==> config.mk <==
export PLATFORM = sky130hd
export DESIGN_NAME = cau_front
export DESIGN_NICKNAME = d
export VERILOG_FILES = /design/src/sv/complex_arithmetic_unit_macros.svh /design/src/sv/cau_pkg.sv /design/src/sv/cau_front.sv
export SDC_FILE = /design/constraint.sdc
export NUM_CORES = 2
export LEC_CHECK = 0
export BUFFER_PORTS_ARGS = -buffer_cell sky130_fd_sc_hd__buf_2
export CAP_MARGIN = 20
export CORE_UTILIZATION = 35
export DETAILED_ROUTE_END_ITERATION = 6
export PLACE_DENSITY = 0.53
export SYNTH_ARGS = -nofsm -noshare
export SYNTH_HDL_FRONTEND = slang
export SYNTH_SLANG_ARGS = --single-unit
==> constraint.sdc <==
create_clock -name vclk -period 19.4
set_clock_uncertainty 0.15 [all_clocks]
set_input_delay 4.85 -clock vclk [all_inputs]
set_output_delay 4.85 -clock vclk [all_outputs]
set_load 0.05 [all_outputs]
==> src/sv/complex_arithmetic_unit_macros.svh <==
// Assertion macros shared by the complex arithmetic unit RTL.
`ifndef COMPLEX_ARITHMETIC_UNIT_MACROS_SVH
`define COMPLEX_ARITHMETIC_UNIT_MACROS_SVH

// Same-cycle implication, sampled on clk, off during reset.
`define CAU_ASSERT_IMPL(label, ante, cons) \
  label: assert property (@(posedge clk) disable iff (!rst_n) (ante) |-> (cons)) \
    else $error("assertion failed");

// Next-cycle implication, sampled on clk, off during reset.
`define CAU_ASSERT_NEXT(label, ante, cons) \
  label: assert property (@(posedge clk) disable iff (!rst_n) (ante) |=> (cons)) \
    else $error("assertion failed");

`endif

==> src/sv/cau_pkg.sv <==
// Package: widths, codes, queue entry type and saturation helper.
package cau_pkg;

  localparam int DW     = 16;          // data width
  localparam int FB     = 12;          // fraction bits
  localparam int PW     = 2 * DW;      // product width
  localparam int XW     = 2 * DW + 1;  // sum of products width
  localparam int DENW   = 2 * DW;      // squared magnitude width
  localparam int TW     = 2 * DW + FB; // dividend / quotient width
  localparam int SW     = TW + 1;      // signed pre-saturation width
  localparam int CW     = $clog2(TW + 1);
  localparam int QDEPTH = 4;
  localparam int QAW    = $clog2(QDEPTH);

  localparam logic [1:0] OP_ADD = 2'd0;
  localparam logic [1:0] OP_SUB = 2'd1;
  localparam logic [1:0] OP_MUL = 2'd2;
  localparam logic [1:0] OP_DIV = 2'd3;

  localparam logic [1:0] ST_OK   = 2'd0;
  localparam logic [1:0] ST_DIVZ = 2'd1;
  localparam logic [1:0] ST_SAT  = 2'd2;

  // Classified item waiting for the back end
  typedef struct packed {
    logic [1:0]             op;
    logic signed [XW-1:0]   x_re;
    logic signed [XW-1:0]   x_im;
    logic [DENW-1:0]        den;
  } entry_t;

  // Clamp to the signed data range; returns {saturated, value}
  function automatic logic [DW:0] sat_fn(input logic signed [SW-1:0] v);
    logic signed [SW-1:0] maxv;
    logic signed [SW-1:0] minv;
    maxv = '0;
    maxv[DW-2:0] = '1;
    minv = '1;
    minv[DW-2:0] = '0;
    if (v > maxv) return {1'b1, maxv[DW-1:0]};
    if (v < minv) return {1'b1, minv[DW-1:0]};
    return {1'b0, v[DW-1:0]};
  endfunction

endpackage

==> src/sv/cau_front.sv <==
// Front end: forms products and classifies an item into a queue entry.
module cau_front import cau_pkg::*; (
  input  logic [1:0]           op,
  input  logic signed [DW-1:0] a_re,
  input  logic signed [DW-1:0] a_im,
  input  logic signed [DW-1:0] b_re,
  input  logic signed [DW-1:0] b_im,
  output entry_t               ent
);

  logic signed [PW-1:0] p_rr, p_ii, p_ri, p_ir, p_bb_r, p_bb_i;
  logic signed [XW-1:0] den_s;

  // Cross products and divisor squares
  assign p_rr   = a_re * b_re;
  assign p_ii   = a_im * b_im;
  assign p_ri   = a_re * b_im;
  assign p_ir   = a_im * b_re;
  assign p_bb_r = b_re * b_re;
  assign p_bb_i = b_im * b_im;
  assign den_s  = XW'(p_bb_r) + XW'(p_bb_i);

  // Per-operation numerators
  always_comb begin
    ent.op  = op;
    ent.den = den_s[DENW-1:0];
    case (op)
      OP_ADD: begin
        ent.x_re = XW'(a_re) + XW'(b_re);
        ent.x_im = XW'(a_im) + XW'(b_im);
      end
      OP_SUB: begin
        ent.x_re = XW'(a_re) - XW'(b_re);
        ent.x_im = XW'(a_im) - XW'(b_im);
      end
      OP_MUL: begin
        ent.x_re = XW'(p_rr) - XW'(p_ii);
        ent.x_im = XW'(p_ri) + XW'(p_ir);
      end
      default: begin
        ent.x_re = XW'(p_rr) + XW'(p_ii);
        ent.x_im = XW'(p_ir) - XW'(p_ri);
      end
    endcase
  end

endmodule

==> results.json <==
{
  "drt-initial-drc-count": 3066,
  "synth.most_common_cell": "inv_1",
  "grt_pass1_wl_mm": 316,
  "io_buffer_count": 166,
  "holdPathEnd": "ent[99]",
  "dieArea_sq_um": 185000,
  "report.final.hold_viol_count": 0,
  "die_x_microns": 430,
  "synth_warnings": 0,
  "num_rows": 156,
  "wire_per_inst_microns": 21.1,
  "drt-total-wl_mm": 206,
  "finalSetupViolCount": 0,
  "synth_common_cells": "inv_1, fa_1, nand2_1, ha_1, and2_1",
  "ys_types": 97,
  "dr.max_layer_used": "met5",
  "cp.arrival_ps": 14090,
  "flops_and_latches": 0,
  "register_area_sq_um": 0,
  "nets": 9644,
  "tightest_slew_ps": 1090,
  "holdBufCountCts": 0,
  "cp-start-kind": "input port",
  "start_util_pct": 35.4,
  "finalCriticalPeriod_ps": 19090,
  "crit_type": "in -> out",
  "period_share_pct": 98.4,
  "chipHeight_microns": 430,
  "first_pass_iters": 6,
  "boundaryPins": 166,
  "cap_violations": 0,
  "hold_class": "in -> out",
  "yosysTopAreaCellShare_pct": 49.1,
  "grt_pass1_vias": 51700,
  "layout-drive-gt1-share_pct": 5.52,
  "min_path_cells": 2,
  "whs_ps": 9910,
  "outcome": "complete, no violations",
  "syn_area_sq_um": 64200,
  "cp_max_fo": 22,
  "fmax_ghz": 0.0524,
  "drtAntennaViolNets": 0,
  "grt_overflow": 0,
  "tns_ps": 0,
  "synth_area_leaders": "fa_1, ha_1, inv_1",
  "grt_use_total_pct": 22.6,
  "syn-num-nets": 9595,
  "place.gp.congestion": 0.933,
  "relSlewSlack_pct": 26.4,
  "viasPerCell": 5.02,
  "antenna_found_initial": 29,
  "synth_top_area_cell": "fa_1",
  "slew_viol_final": 0,
  "wl_met2_mm": 99.6,
  "grt_max_degree": 78,
  "routedLengthMet1_mm": 86.8,
  "cp_common_cell": "fa_1",
  "core_area_sq_um": 182000,
  "syn_inst": 7345,
  "worstPathRequired_ps": 14400,
  "synth_seq_area_share_pct": 0,
  "dp_hpwl_mm": 178,
  "cpPeakStageDelay_ps": 570,
  "worstHoldStart": "op[1]",
  "route.met3.wl_mm": 11.1,
  "nFillCells": 18700,
  "syn_avg_cell_area_sq_um": 8.74,
  "slowest_stage": "xor2_1",
  "vias": 49000,
  "path_buf_inv": 6,
  "worstSetupEndpointType": "primary output",
  "cp_top_family": "adder cells",
  "n_clock_buffer": 0,
  "drc": 0,
  "rsz0062_at_grt": "no",
  "area_growth_pct": 6.78
}
per-layer routing:
metal | GRT usage, % | vias up
li1 | - | 22000
met1 | 30.1 | 25400
met2 | 38.4 | 1360
met3 | 2.00 | 269
met4 | 7.78 | 26
met5 | 0 | -
layout make-up:
class | count | area (sq um) | share of cell area, %
diodes | 7 | 17.5 | 0.0255
inverters | 1857 | 6970 | 10.2
multi-input cells | 5187 | 56200 | 81.9
well taps | 2370 | 2970 | 4.32
repair buffers | 348 | 2430 | 3.55
metrics by stage:
stage | util (%) | setup slack [ps] | instances | cell area, sq um
4_1_cts | 37.7 | 54.9 | 9760 | 68400
2_1_floorplan | - | 628 | 7345 | 64200
3_5_place_dp | 37.7 | 121 | 9760 | 68400
6_report | 37.8 | 310 | 9769 | 68600
3_3_place_gp | 37.7 | 258 | 9760 | 68400
5_1_grt | 37.8 | 15.2 | 9768 | 68600
timing repair:
| item | 4_1_cts | 5_1_grt |
|---|---|---|
| buffers inserted | 0 | 2 |
| gates resized for setup | 0 | 33 |
| endpoints found under the setup margin | 0 | 13 |
layout by cell type, fill, tap and decap left out, types with 149 or more instances in the layout:
| master | count |
|---|---|
| ha_1 | 607 |
| xnor2_1 | 223 |
| buf_4 | 172 |
| inv_1 | 1847 |
| o21ai_0 | 172 |
| and2_1 | 397 |
| nand2_1 | 786 |
| nor2_1 | 370 |
| fa_1 | 1576 |
| buf_2 | 149 |
| a21oi_1 | 201 |
kinds of logic after synthesis:
family | count (synthesis) | synth area share, %
AO/OA/AOI/OAI | 779 | 7.92
XOR/XNOR | 329 | 4.52
buffers and inverters | 2158 | 12.6
multiplexers | 6 | 0.0974
adder cells (fa/ha/maj) | 2184 | 61.0
AND/OR/NAND/NOR | 1889 | 13.8
worst max-delay path by stage:
| stage | startpoint | to | cells past startpoint |
|---|---|---|---|
| floorplan | b_im[2] | ent[95] | 34 |
| global placement | b_im[4] | ent[95] | 36 |
| detailed placement | b_im[4] | ent[95] | 38 |
| CTS | b_im[4] | ent[95] | 38 |
| global route | a_re[6] | ent[64] | 32 |
| finish | a_re[6] | ent[64] | 32 |
