### src/sv/complex_arithmetic_unit_macros.svh
// Assertion macros shared by the complex arithmetic unit RTL.
`ifndef COMPLEX_ARITHMETIC_UNIT_MACROS_SVH
`define COMPLEX_ARITHMETIC_UNIT_MACROS_SVH

// Same-cycle implication, sampled on clk, off during reset.
`define CAU_ASSERT_IMPL(label, ante, cons) \
  label: assert property (@(posedge clk) disable iff (!rst_n) (ante) |-> (cons)) \
    else $error("assertion failed");

// Next-cycle implication, sampled on clk, off during reset.
`define CAU_ASSERT_NEXT(label, ante, cons) \
  label: assert property (@(posedge clk) disable iff (!rst_n) (ante) |=> (cons)) \
    else $error("assertion failed");

`endif

### src/sv/cau_pkg.sv
// Package: widths, codes, queue entry type and saturation helper.
package cau_pkg;

  localparam int DW     = 16;          // data width
  localparam int FB     = 12;          // fraction bits
  localparam int PW     = 2 * DW;      // product width
  localparam int XW     = 2 * DW + 1;  // sum of products width
  localparam int DENW   = 2 * DW;      // squared magnitude width
  localparam int TW     = 2 * DW + FB; // dividend / quotient width
  localparam int SW     = TW + 1;      // signed pre-saturation width
  localparam int CW     = $clog2(TW + 1);
  localparam int QDEPTH = 4;
  localparam int QAW    = $clog2(QDEPTH);

  localparam logic [1:0] OP_ADD = 2'd0;
  localparam logic [1:0] OP_SUB = 2'd1;
  localparam logic [1:0] OP_MUL = 2'd2;
  localparam logic [1:0] OP_DIV = 2'd3;

  localparam logic [1:0] ST_OK   = 2'd0;
  localparam logic [1:0] ST_DIVZ = 2'd1;
  localparam logic [1:0] ST_SAT  = 2'd2;

  // Classified item waiting for the back end
  typedef struct packed {
    logic [1:0]             op;
    logic signed [XW-1:0]   x_re;
    logic signed [XW-1:0]   x_im;
    logic [DENW-1:0]        den;
  } entry_t;

  // Clamp to the signed data range; returns {saturated, value}
  function automatic logic [DW:0] sat_fn(input logic signed [SW-1:0] v);
    logic signed [SW-1:0] maxv;
    logic signed [SW-1:0] minv;
    maxv = '0;
    maxv[DW-2:0] = '1;
    minv = '1;
    minv[DW-2:0] = '0;
    if (v > maxv) return {1'b1, maxv[DW-1:0]};
    if (v < minv) return {1'b1, minv[DW-1:0]};
    return {1'b0, v[DW-1:0]};
  endfunction

endpackage

### src/sv/cau_fifo.sv
// Short queue between front and back ends.
module cau_fifo import cau_pkg::*; (
  input  logic   clk,
  input  logic   rst_n,
  input  logic   push,
  input  entry_t din,
  input  logic   pop,
  output entry_t dout,
  output logic   full,
  output logic   empty
);

  entry_t          mem_r [QDEPTH];
  logic [QAW-1:0]  wr_ptr_r, rd_ptr_r;
  logic [QAW:0]    count_r;

  assign full  = (count_r == (QAW+1)'(QDEPTH));
  assign empty = (count_r == '0);
  assign dout  = mem_r[rd_ptr_r];

  // Storage
  always_ff @(posedge clk) begin
    if (push) mem_r[wr_ptr_r] <= din;
  end

  // Pointers and fill count
  always_ff @(posedge clk) begin
    if (!rst_n) begin
      wr_ptr_r <= '0;
      rd_ptr_r <= '0;
      count_r  <= '0;
    end else begin
      if (push) wr_ptr_r <= wr_ptr_r + 1'b1;
      if (pop)  rd_ptr_r <= rd_ptr_r + 1'b1;
      if (push && !pop)      count_r <= count_r + 1'b1;
      else if (pop && !push) count_r <= count_r - 1'b1;
    end
  end

endmodule

### config.mk
export PLATFORM = sky130hd
export DESIGN_NAME = cau_fifo
export DESIGN_NICKNAME = d
export VERILOG_FILES = /design/src/sv/complex_arithmetic_unit_macros.svh /design/src/sv/cau_pkg.sv /design/src/sv/cau_fifo.sv
export SDC_FILE = /design/constraint.sdc
export NUM_CORES = 1
export LEC_CHECK = 0
export ABC_AREA = 1
export BUFFER_PORTS_ARGS = -buffer_cell sky130_fd_sc_hd__buf_2
export CAP_MARGIN = 10
export CORE_UTILIZATION = 30
export CTS_BUF_LIST = sky130_fd_sc_hd__clkbuf_8
export CTS_CLUSTER_SIZE = 14
export DETAILED_ROUTE_END_ITERATION = 10
export GPL_ROUTABILITY_DRIVEN = 0
export SLEW_MARGIN = 20
export SYNTH_ARGS = -nofsm -noshare
export SYNTH_HDL_FRONTEND = slang
export SYNTH_SLANG_ARGS = --single-unit
### constraint.sdc
create_clock -name clk -period 9.2 [get_ports clk]
set_input_delay 0.46 -clock clk [delete_from_list [all_inputs] [get_ports clk]]
set_output_delay 0.46 -clock clk [all_outputs]
set_load 0.01 [all_outputs]
==> impl_metrics.ini <==
[global_routing]
first_global_vias = 9849
antenna_found_initial = 1
overflow = 0
grt.total_usage_pct = 13.5
grt_pass1_wl_um = 54400
grt_max_degree = 110

[route]
drt_pass1_iterations = 7
wire_per_inst_um = 17.0
wirelength_um = 35200
ant_nets = 0
route.detailed.drc = 0
vias_per_cell = 4.64
drt_iter0_drc = 576
vias = 9618

[finish]
fillers = 4769
area_growth_pct = 24.6
multi_input_area_sq_mm = 0.00261
layout.nets = 1456
seqCellArea_sq_mm = 0.0122
drive_gt1_share_pct = 22.7
antenna_cells = 0

[power]
ir_drop_mv = 0.120
leakagePower_nw = 6.73
power_density_mw_per_mm2 = 216

[timing]
rsz0062_at_grt = no
fmax_mhz = 265
max_slew_margin_pct = 28.9
clock_skew_ps = 20.4
drv_slew = 0
period_minus_slack_ps = 3780
final_hold_viol_count = 0
whs_ps = 99.4
tightest_slew_ps = 1070
fin_crit_sh_pct = 41.1
fin_setup_tns_ps = 0
final-setup-viol-count = 0

[clocking]
cts_resized = 0
cts_root_buf = clkbuf_8
clk_pin_slew_worst_paths_ps = 60
cts_htree_levels = 3
cts_tree = yes
clock_path_buffers = 3
cts-buffers-inserted = 71
cts.sinks = 409
clk_latency_ps = 620

[logic_synthesis]
synthesis.area_sq_mm = 0.0154
yosys.cell_types.count = 26
synthFlopType = edfxtp_1
ys_ff_latch = 409
synth-seq-area-share_pct = 79.2
syn_nets = 1135
synthCells = 1025
synth_edf_count = 400
async_flop_share_pct = 0
ys_warn_count = 0
synth_area_per_cell_sq_um = 15.0

[worst_setup_path]
worstSetupPathType = register to output port
critPathMaxFanout = 109
endpoint_kind = output port
cp_data_arrival_time_ps = 3320
worstReg2RegStart = wr_ptr_r[0]$_SDFFE_PN0P_
required_ps = 8740
rrSetupSlack_ps = 6710
startpoint_type = register
r2r_cells = 5
r2r_end = mem_r[2][40]$_DFFE_PP_

[floorplan]
die_x_um = 229
core_area_sq_mm = 0.0504
core.rowCount = 82
start_util_pct = 30.6
die_y_um = 229
dieArea_sq_mm = 0.0522
num_io_pins = 206

[hold_path]
hold_start = din[93]
hold_class = primary input to register
min_delay_worst_endpoint = mem_r[1][93]$_DFFE_PP_
holdPathStages = 1

[place]
hpwl_um = 18600
port_buffers = 205

[run]
cap_violations = 0

[outcome]
status = finished, final reports clean
[power by group]
group	total (W)	internal, W	switching, W
sequential	0.00216	0.00213	0.0000266
combinational	0.000390	0.000143	0.000248
clock	0.00160	0.000873	0.000724
[final cells by class]
type	count	area share (%)
tap	672	4.38
multi-input combinational	534	13.6
clock buffer	72	5.17
inverter	17	0.418
sequential	409	63.6
timing repair buffer	313	10.9
clock inverter	56	1.95
[routing by layer]
layer	vias to the layer above	track usage [%]	routed length, um	part of all wire [%]
li1	4527	-	-	-
met5	-	0	0	0
met1	4766	16.3	14900	42
met4	0	5.73	748	2.1
met3	56	3.41	2080	5.9
met2	269	22.7	17500	50
[sequential cells by signal, indices dropped and copies added, names as in the netlist, named ones only]
name      count
wr_ptr_r      2
count_r       3
mem_r       400
rd_ptr_r      2
[synth_stat cells (2+ instances only)]
| cell type | n | area (sq um) |
|---|---|---|
| clkbuf_8 | 2 | 27.5 |
| a21oi_1 | 4 | 20.0 |
| nor2_1 | 204 | 766 |
| clkbuf_2 | 8 | 40.0 |
| nor3_1 | 2 | 10.0 |
| o21ai_2 | 4 | 35.0 |
| ha_1 | 5 | 62.6 |
| o21ai_0 | 106 | 531 |
| clkbuf_1 | 22 | 82.6 |
| inv_1 | 15 | 56.3 |
| buf_6 | 30 | 338 |
| edfxtp_1 | 400 | 12000 |
| o21ai_1 | 96 | 480 |
| dfxtp_1 | 9 | 180 |
| nand2_1 | 9 | 33.8 |
| o22ai_1 | 99 | 619 |
[metrics by stage]
step                cell area (sq um)  util [%]  total power, W  cells  setup slack, ps
CTS                             19200      38.1         0.00421   2073             5220
floorplan                       15400         -         0.00241   1025             6230
global placement                16800      33.4         0.00255   1846             5980
global route                    19200      38.1         0.00433   2073             5120
finish                          19200      38.1         0.00415   2073             5420
detailed placement              16800      33.4         0.00256   1846             5910
[cells in the final DEF (no fill, tap or decap)]
cell,n
edfxtp_1,400
clkinv_1,19
o21ai_0,106
clkbuf_8,72
buf_4,9
fa_1,1
inv_4,4
ha_1,5
nor2_1,204
dfxtp_4,2
nor2_2,1
dfxtp_1,7
o21ai_2,4
o22ai_2,1
nand4_1,1
buf_2,205
dlygate4sd3_1,99
inv_1,30
o22ai_1,99
clkinv_2,8
o21ai_1,96
clkinvlp_4,5
a21oi_1,4
bufinv_16,5
nor3_1,2
nand3_1,1
inv_6,2
nand2_1,9
[how the worst max path moves through the flow]
stage	end	cells past startpoint	slack, ps	start
3_3_place_gp	dout[31]	5	5980	register
6_report	dout[73]	5	5420	register
3_5_place_dp	dout[31]	5	5910	register
2_1_floorplan	mem_r[2][0]$_DFFE_PP_	4	6230	wr_ptr_r[0]$_SDFFE_PN0P_
5_1_grt	dout[73]	5	5120	register
4_1_cts	dout[31]	5	5220	register
[worst max-delay path, cell delays in order (launching register included)]
cell and delay, ps:
dfxtp_4 490, inv_6 670, buf_4 950, nor2_1 70, o22ai_1 290, buf_2 200
[timing repair]
action,4_1_cts,5_1_grt
endpoints found under the hold margin,395,0
endpoints found under the setup margin,0,0
hold buffers,99,0
buffers inserted,0,0
[cell families (layout without fill, tap and decap cells)]
family,after synthesis,after routing,share of synthesized area (%)
AOI/OAI and AO/OA,310,310,11.0
buffers and inverters,82,458,3.88
DFF,409,409,79.2
adders and majority gates,6,6,0.536
and+or+nand+nor,218,218,5.37
Note: power is estimated with default switching activity, not from simulation.
